===== config.mk =====
export PLATFORM = sky130hd
export DESIGN_NAME = modular_exponentiation
export DESIGN_NICKNAME = d
export VERILOG_FILES = /design/src/hw/rtl/modexp_pkg.sv /design/src/hw/rtl/modular_exponentiation.sv
export SDC_FILE = /design/constraint.sdc
export NUM_CORES = 1
export LEC_CHECK = 0
export ABC_AREA = 1
export BUFFER_PORTS_ARGS = -buffer_cell sky130_fd_sc_hd__buf_2
export CAP_MARGIN = 40
export CORE_MARGIN = 8
export CORE_UTILIZATION = 50
export CTS_CLUSTER_SIZE = 14
export DETAILED_ROUTE_END_ITERATION = 7
export PLACE_DENSITY = 0.7
export SETUP_SLACK_MARGIN = 0.15
export SYNTH_ARGS = -nofsm -noshare
export SYNTH_HDL_FRONTEND = slang
export SYNTH_SLANG_ARGS = --single-unit

===== constraint.sdc =====
create_clock -name clock -period 7.2 [get_ports clock]
set_input_delay 0.72 -clock clock [delete_from_list [all_inputs] [get_ports clock]]
set_output_delay 0.72 -clock clock [all_outputs]
set_load 0.005 [all_outputs]

===== src/hw/rtl/modexp_pkg.sv =====
package modexp_pkg;

   localparam int OPND_BITS = 31;
   localparam int CNT_BITS  = $clog2(OPND_BITS);

   typedef logic [OPND_BITS-1:0] opnd_type;
   typedef logic [CNT_BITS-1:0]  cnt_type;

   typedef enum logic [1:0] {
      ST_IDLE,
      ST_REDUCE,
      ST_MUL_ACC,
      ST_MUL_SQ
   } state_type;

   localparam cnt_type  CNT_LAST = cnt_type'(OPND_BITS - 1);
   localparam opnd_type OPND_ONE = opnd_type'(1);

endpackage


===== src/hw/rtl/modular_exponentiation.sv =====
// Modular exponentiation: residue = base_value ** power mod divisor.
//
// Input channel: a transaction is taken at a rising edge where start is high
// and busy is low. busy stays high while one transaction is in progress; the
// block works on one transaction at a time.
// Result channel: rsp_valid is high for exactly one cycle with rsp_residue.
// The receiver cannot stall, so the result is simply presented and dropped.
//
// Timing: all arithmetic is bit serial, one bit of a 31-bit operand per cycle
// through a single shift-and-add modular multiplier. The base is first
// reduced by the modulus; then each exponent bit costs one modular multiply
// into the accumulator if the bit is set and one squaring, and no squaring
// follows the highest set bit.
// A modulus of one or zero, or a zero exponent, is answered directly from idle.
// Reset (synchronous, active high) returns the sequencer to idle at once;
// a transaction in progress is abandoned without a result.
module modular_exponentiation (
   input  logic                 clock,
   input  logic                 reset,
   input  logic                 start,
   output logic                 busy,
   input  modexp_pkg::opnd_type req_base_value,
   input  modexp_pkg::opnd_type req_power,
   input  modexp_pkg::opnd_type req_divisor,
   output logic                 rsp_valid,
   output modexp_pkg::opnd_type rsp_residue
);
   import modexp_pkg::*;

   state_type state_ff, state_in;
   opnd_type  m_ff, m_in;
   opnd_type  e_ff, e_in;
   opnd_type  acc_ff, acc_in;
   opnd_type  sq_ff, sq_in;
   opnd_type  mul_a_ff, mul_a_in;
   opnd_type  mul_b_ff, mul_b_in;
   opnd_type  p_ff, p_in;
   cnt_type   cnt_ff, cnt_in;
   logic      rsp_valid_ff, rsp_valid_in;
   opnd_type  rsp_residue_ff, rsp_residue_in;

   // One step of the serial datapath: double the partial value, shift in the
   // next base bit when reducing, reduce, then add the multiplicand when the
   // multiplier bit is set and reduce again.
   logic [OPND_BITS:0] dbl;
   logic [OPND_BITS:0] sum;
   opnd_type           dbl_red;
   opnd_type           step_res;
   logic               reducing;
   logic               top_bit;

   assign reducing = (state_ff == ST_REDUCE);
   assign top_bit  = mul_b_ff[OPND_BITS-1];

   always_comb begin
      dbl      = {p_ff, reducing & top_bit};
      dbl_red  = (dbl >= {1'b0, m_ff}) ? opnd_type'(dbl - {1'b0, m_ff})
                                       : opnd_type'(dbl);
      sum      = {1'b0, dbl_red} + ((!reducing && top_bit) ? {1'b0, mul_a_ff}
                                                           : '0);
      step_res = (sum >= {1'b0, m_ff}) ? opnd_type'(sum - {1'b0, m_ff})
                                       : opnd_type'(sum);
   end

   always_ff @(posedge clock) begin
      if (reset) begin
         state_ff     <= ST_IDLE;
         rsp_valid_ff <= 1'b0;
      end else begin
         state_ff     <= state_in;
         rsp_valid_ff <= rsp_valid_in;
      end
   end

   always_ff @(posedge clock) begin
      m_ff           <= m_in;
      e_ff           <= e_in;
      acc_ff         <= acc_in;
      sq_ff          <= sq_in;
      mul_a_ff       <= mul_a_in;
      mul_b_ff       <= mul_b_in;
      p_ff           <= p_in;
      cnt_ff         <= cnt_in;
      rsp_residue_ff <= rsp_residue_in;
   end

   always_comb begin
      logic     last;
      logic     e_bit;
      opnd_type sq_val;
      opnd_type e_next;

      state_in       = state_ff;
      m_in           = m_ff;
      e_in           = e_ff;
      acc_in         = acc_ff;
      sq_in          = sq_ff;
      mul_a_in       = mul_a_ff;
      mul_b_in       = {mul_b_ff[OPND_BITS-2:0], 1'b0};
      p_in           = step_res;
      cnt_in         = cnt_ff - cnt_type'(1);
      rsp_valid_in   = 1'b0;
      rsp_residue_in = rsp_residue_ff;

      last   = (cnt_ff == '0);
      e_bit  = e_ff[0];
      sq_val = sq_ff;
      e_next = e_ff >> 1;

      case (state_ff)
         ST_IDLE: begin
            p_in   = '0;
            cnt_in = CNT_LAST;
            if (start) begin
               m_in     = req_divisor;
               e_in     = req_power;
               acc_in   = OPND_ONE;
               mul_b_in = req_base_value;
               if (req_divisor <= OPND_ONE) begin
                  rsp_valid_in   = 1'b1;
                  rsp_residue_in = '0;
               end else if (req_power == '0) begin
                  rsp_valid_in   = 1'b1;
                  rsp_residue_in = OPND_ONE;
               end else begin
                  state_in = ST_REDUCE;
               end
            end
         end
         ST_REDUCE: begin
            if (last) begin
               sq_in  = step_res;
               sq_val = step_res;
               e_bit  = e_ff[0];
            end
         end
         ST_MUL_ACC: begin
            if (last) begin
               acc_in = step_res;
               if (e_next == '0) begin
                  state_in       = ST_IDLE;
                  rsp_valid_in   = 1'b1;
                  rsp_residue_in = step_res;
               end else begin
                  state_in = ST_MUL_SQ;
                  mul_a_in = sq_ff;
                  mul_b_in = sq_ff;
                  p_in     = '0;
                  cnt_in   = CNT_LAST;
               end
            end
         end
         ST_MUL_SQ: begin
            if (last) begin
               sq_in  = step_res;
               sq_val = step_res;
               e_in   = e_next;
               e_bit  = e_next[0];
            end
         end
         default: begin
            state_in = ST_IDLE;
         end
      endcase

      // Start the work for the next exponent bit once the square is ready.
      if (last && (state_ff == ST_REDUCE || state_ff == ST_MUL_SQ)) begin
         p_in   = '0;
         cnt_in = CNT_LAST;
         if (e_bit) begin
            state_in = ST_MUL_ACC;
            mul_a_in = acc_ff;
            mul_b_in = sq_val;
         end else begin
            state_in = ST_MUL_SQ;
            mul_a_in = sq_val;
            mul_b_in = sq_val;
         end
      end
   end

   assign busy        = (state_ff != ST_IDLE);
   assign rsp_valid   = rsp_valid_ff;
   assign rsp_residue = rsp_residue_ff;

endmodule


==> summary.txt <==
Yosys
  • Async set-reset flop share out of synthesis: 0%
  • Post-synthesis cell type count: 55
  • Post-synth EDFFs: ~160
  • Sequential element share of the synthesized area: roughly 37%
  • Cells after Synth: about 2.5k
  • Syn_area_per_cell: approximately 7.2 µm²
  • Post-synthesis cell area: approximately 0.018 mm²
  • #FFs+latches synth: ~260
  • Synth Net Count: between 2k and 3k
  • Main synth FF type: edfxtp_1
  • Warnings from Yosys: 0

Placement
  • Input/output buffers: approximately 130
  • Hpwl dp: around 52000 µm
  • Final Wtd Congestion: 0.973

Clocking
  • CTS tree: built
  • Cts hold-fix bufs: 0
  • Root buffer cell: clkbuf_16
  • Sink Count: around 260
  • H-tree depth: 1
  • Clock tree buffer depth: 3
  • Number of CTS-inserted buffers: 29
  • Skew-Pair Late Insertion Delay: 580 ps
  • Clock transition at path regs: about 60 ps

Die
  • Num ports: ~130
  • Chip Height: around 210 µm
  • Die W: 205 µm
  • Die Area: approximately 0.042 mm²
  • FP Rows: 69
  • Initial Utilization: roughly 51%
  • Core area: 0.0354 mm²

Hold path
  • Hold depth: 1
  • Hold Crit Start: req_divisor[0]
  • Worst hold path type: in -> reg
  • Worst Hold Endpoint: m_ff[0]

Routing
  • WL final: approximately 65000 µm
  • Via count: approximately 17k
  • Pre-antenna DRT Iters: 5
  • Via/cell ratio: 5.62
  • Final ANT Viol Nets: 0
  • Routed WL per cell: about 21 µm
  • Iteration-0 DRC Markers: roughly 1.5k
  • # DRC: 0

STA
  • RSZ-0062 raised after global routing: false
  • Final hold violations: 0
  • Highest Clock Rate: roughly 150 MHz
  • Final Skew: 19.4 ps
  • Min Tclk post-route: ~6600 ps
  • Worst Tran Pin Value: 926 ps
  • # setup viols final: 0
  • Setup TNS: 0 ps
  • Count of pins over their slew limit: 0
  • Period utilisation layout: 92.3%
  • Fin Hold WS: about 310 ps
  • Slew headroom: a little under two fifths

Setup path
  • Critical Path Fanout Max: 31
  • Startpoint types: register
  • Slowest cell delay on critical path: between 400 and 500 ps
  • Slowest cell on crit path: fa_1
  • R2r startpoint: state_ff[1]
  • R2r setup slk: 550 ps
  • R2r endpoint: acc_ff[14]
  • Most frequent CP cell: nand2_1
  • Crit Path Category: reg -> reg
  • FF-to-FF path depth: 37
  • WP data arrival: 6990 ps
  • Worst EP required: between 7000 and 8000 ps
  • CP endpoint kind: register

Global routing
  • Vias in the first global route: around 17k
  • Largest net degree at the start of global routing: 65
  • Initial antenna violation count: 2
  • GR Util All Layers: slightly above 30%
  • Grt ovf: 0
  • Global-route wire length before repair: roughly 98000 µm

Power
  • Pleak: 9.93 nW
  • Power Density: ~500 mW/mm²
  • VDD IR max: roughly 310 µV

Layout
  • Most frequent cells in the layout: nand2_1, inv_1, nor2_1
  • Synth-to-Final Area Change: 12.3%
  • Share of post-route cells with drive strength above 1: between 10% and 20%
  • Commonest non-fill, non-tap cell in the layout: nand2_1
  • Total Nets Final: approximately 2.8k

Job
  • Max Cap Viol: 0

Outcome
  • Status: finished clean
## how the worst max path moves through the flow
stage	from	to	slack [ps]	depth (start not counted)
floorplan	state_ff[0]	mul_a_ff[0]	1630	43
detailed placement	state_ff[1]	mul_b_ff[30]	70	37
global route	state_ff[1]	mul_a_ff[20]	170	40
CTS	state_ff[1]	mul_a_ff[20]	230	42
global placement	state_ff[1]	mul_b_ff[30]	200	37
finish	state_ff[1]	acc_ff[14]	550	37
## cells in the mapped netlist (12+ instances only)
master,instances,area share [%]
nand2_1,716,15
inv_1,350,7.3
nor2_1,263,5.5
edfxtp_1,155,26
o21ai_0,147,4.1
nand3_1,124,3.5
a21oi_1,120,3.4
dfxtp_1,101,11
ha_1,94,6.6
clkbuf_1,34,0.71
nand3_2,34,1.9
a221oi_1,31,1.5
nand2_2,31,1.1
nor3_1,27,0.75
o21a_1,26,1.1
xnor2_1,26,1.3
nand4_1,23,0.80
xor2_1,23,1.1
buf_2,18,0.50
nand3b_1,17,0.71
nor4_1,17,0.59
or2_2,16,0.56
o21ai_1,14,0.39
o21bai_1,12,0.50
## cell type report
| class | count | area (µm²) |
|---|---|---|
| timing repair buffer | 159 | 943 |
| clock buffer | 42 | 806 |
| fill | 3462 | 15300 |
| tap | 461 | 577 |
| multi-input combinational | 1818 | 9660 |
| antenna | 1 | 2.50 |
| sequential | 256 | 6680 |
| inverter | 357 | 1340 |
| clock inverter | 11 | 104 |
## metrics by stage
step / area (µm²) / total power (W) / cells / utilization (%) / worst slack [ps]
after floorplan: 17900 / 0.00627 / 2502 / - / 1630
after global placement: 19000 / 0.00819 / 3048 / 53.8 / 204
after detailed placement: 19100 / 0.00819 / 3049 / 53.8 / 71.5
after CTS: 20000 / 0.00968 / 3102 / 56.4 / 227
after global routing: 20100 / 0.0105 / 3105 / 56.8 / 165
final: 20100 / 0.00989 / 3105 / 56.8 / 554
## worst max-delay path, delay by kind of cell (launching register included)
family                   cells  cell delay [ps]
AND/OR/NAND/NOR             23             3020
adder cells (fa/ha/maj)      5             1640
buffers and inverters        5              620
flip-flops                   1              370
AO/OA/AOI/OAI                2              320
XOR/XNOR                     1              240
multiplexers                 1              140
## power breakdown
| group | internal (W) | switching (W) | total (W) |
|---|---|---|---|
| clock | 0.000817 | 0.000634 | 0.00145 |
| combinational | 0.00194 | 0.00455 | 0.00648 |
| sequential | 0.00183 | 0.000123 | 0.00195 |
| total | 0.00458 | 0.00530 | 0.00989 |
## logic make-up (layout without fill, tap and decap cells)
| group | Yosys count | in the layout | share of synthesized area, % |
|---|---|---|---|
| AO/OA/AOI/OAI | 387 | 387 | 12.6 |
| XOR/XNOR | 49 | 49 | 2.40 |
| adder cells (fa/ha/maj) | 97 | 97 | 6.90 |
| buffers and inverters | 428 | 569 | 9.58 |
| flip-flops | 256 | 256 | 37.3 |
| multiplexers | 1 | 1 | 0.0559 |
| other | 0 | 1 | 0 |
| AND/OR/NAND/NOR | 1284 | 1284 | 31.2 |
## flip-flops by register name, summed over array words and instances, names as in the netlist
| name | cells |
|---|---|
| sq_ff | 31 |
| acc_ff | 31 |
| p_ff | 31 |
| mul_b_ff | 31 |
| rsp_residue | 31 |
| state_ff | 2 |
| cnt_ff | 5 |
| mul_a_ff | 31 |
| e_ff | 31 |
| rsp_valid | 1 |
| m_ff | 31 |
## layer usage
metal	share of wire [%]	wire, µm	up-vias	GRT usage (%)
met5	0	0	-	0
met1	43	28000	8219	39.9
met2	47	30300	669	50.1
met3	5.9	3800	133	3.67
li1	-	-	8441	-
met4	4.4	2870	0	11.8
## timing repair
item / in CTS / in global routing
cloned: 0 / 1
pin swaps: 0 / 1
setup endpoints to repair: 38 / 186
buffers inserted: 0 / 1
resized for setup: 2 / 23
Note: power is estimated with default switching activity, not from simulation.
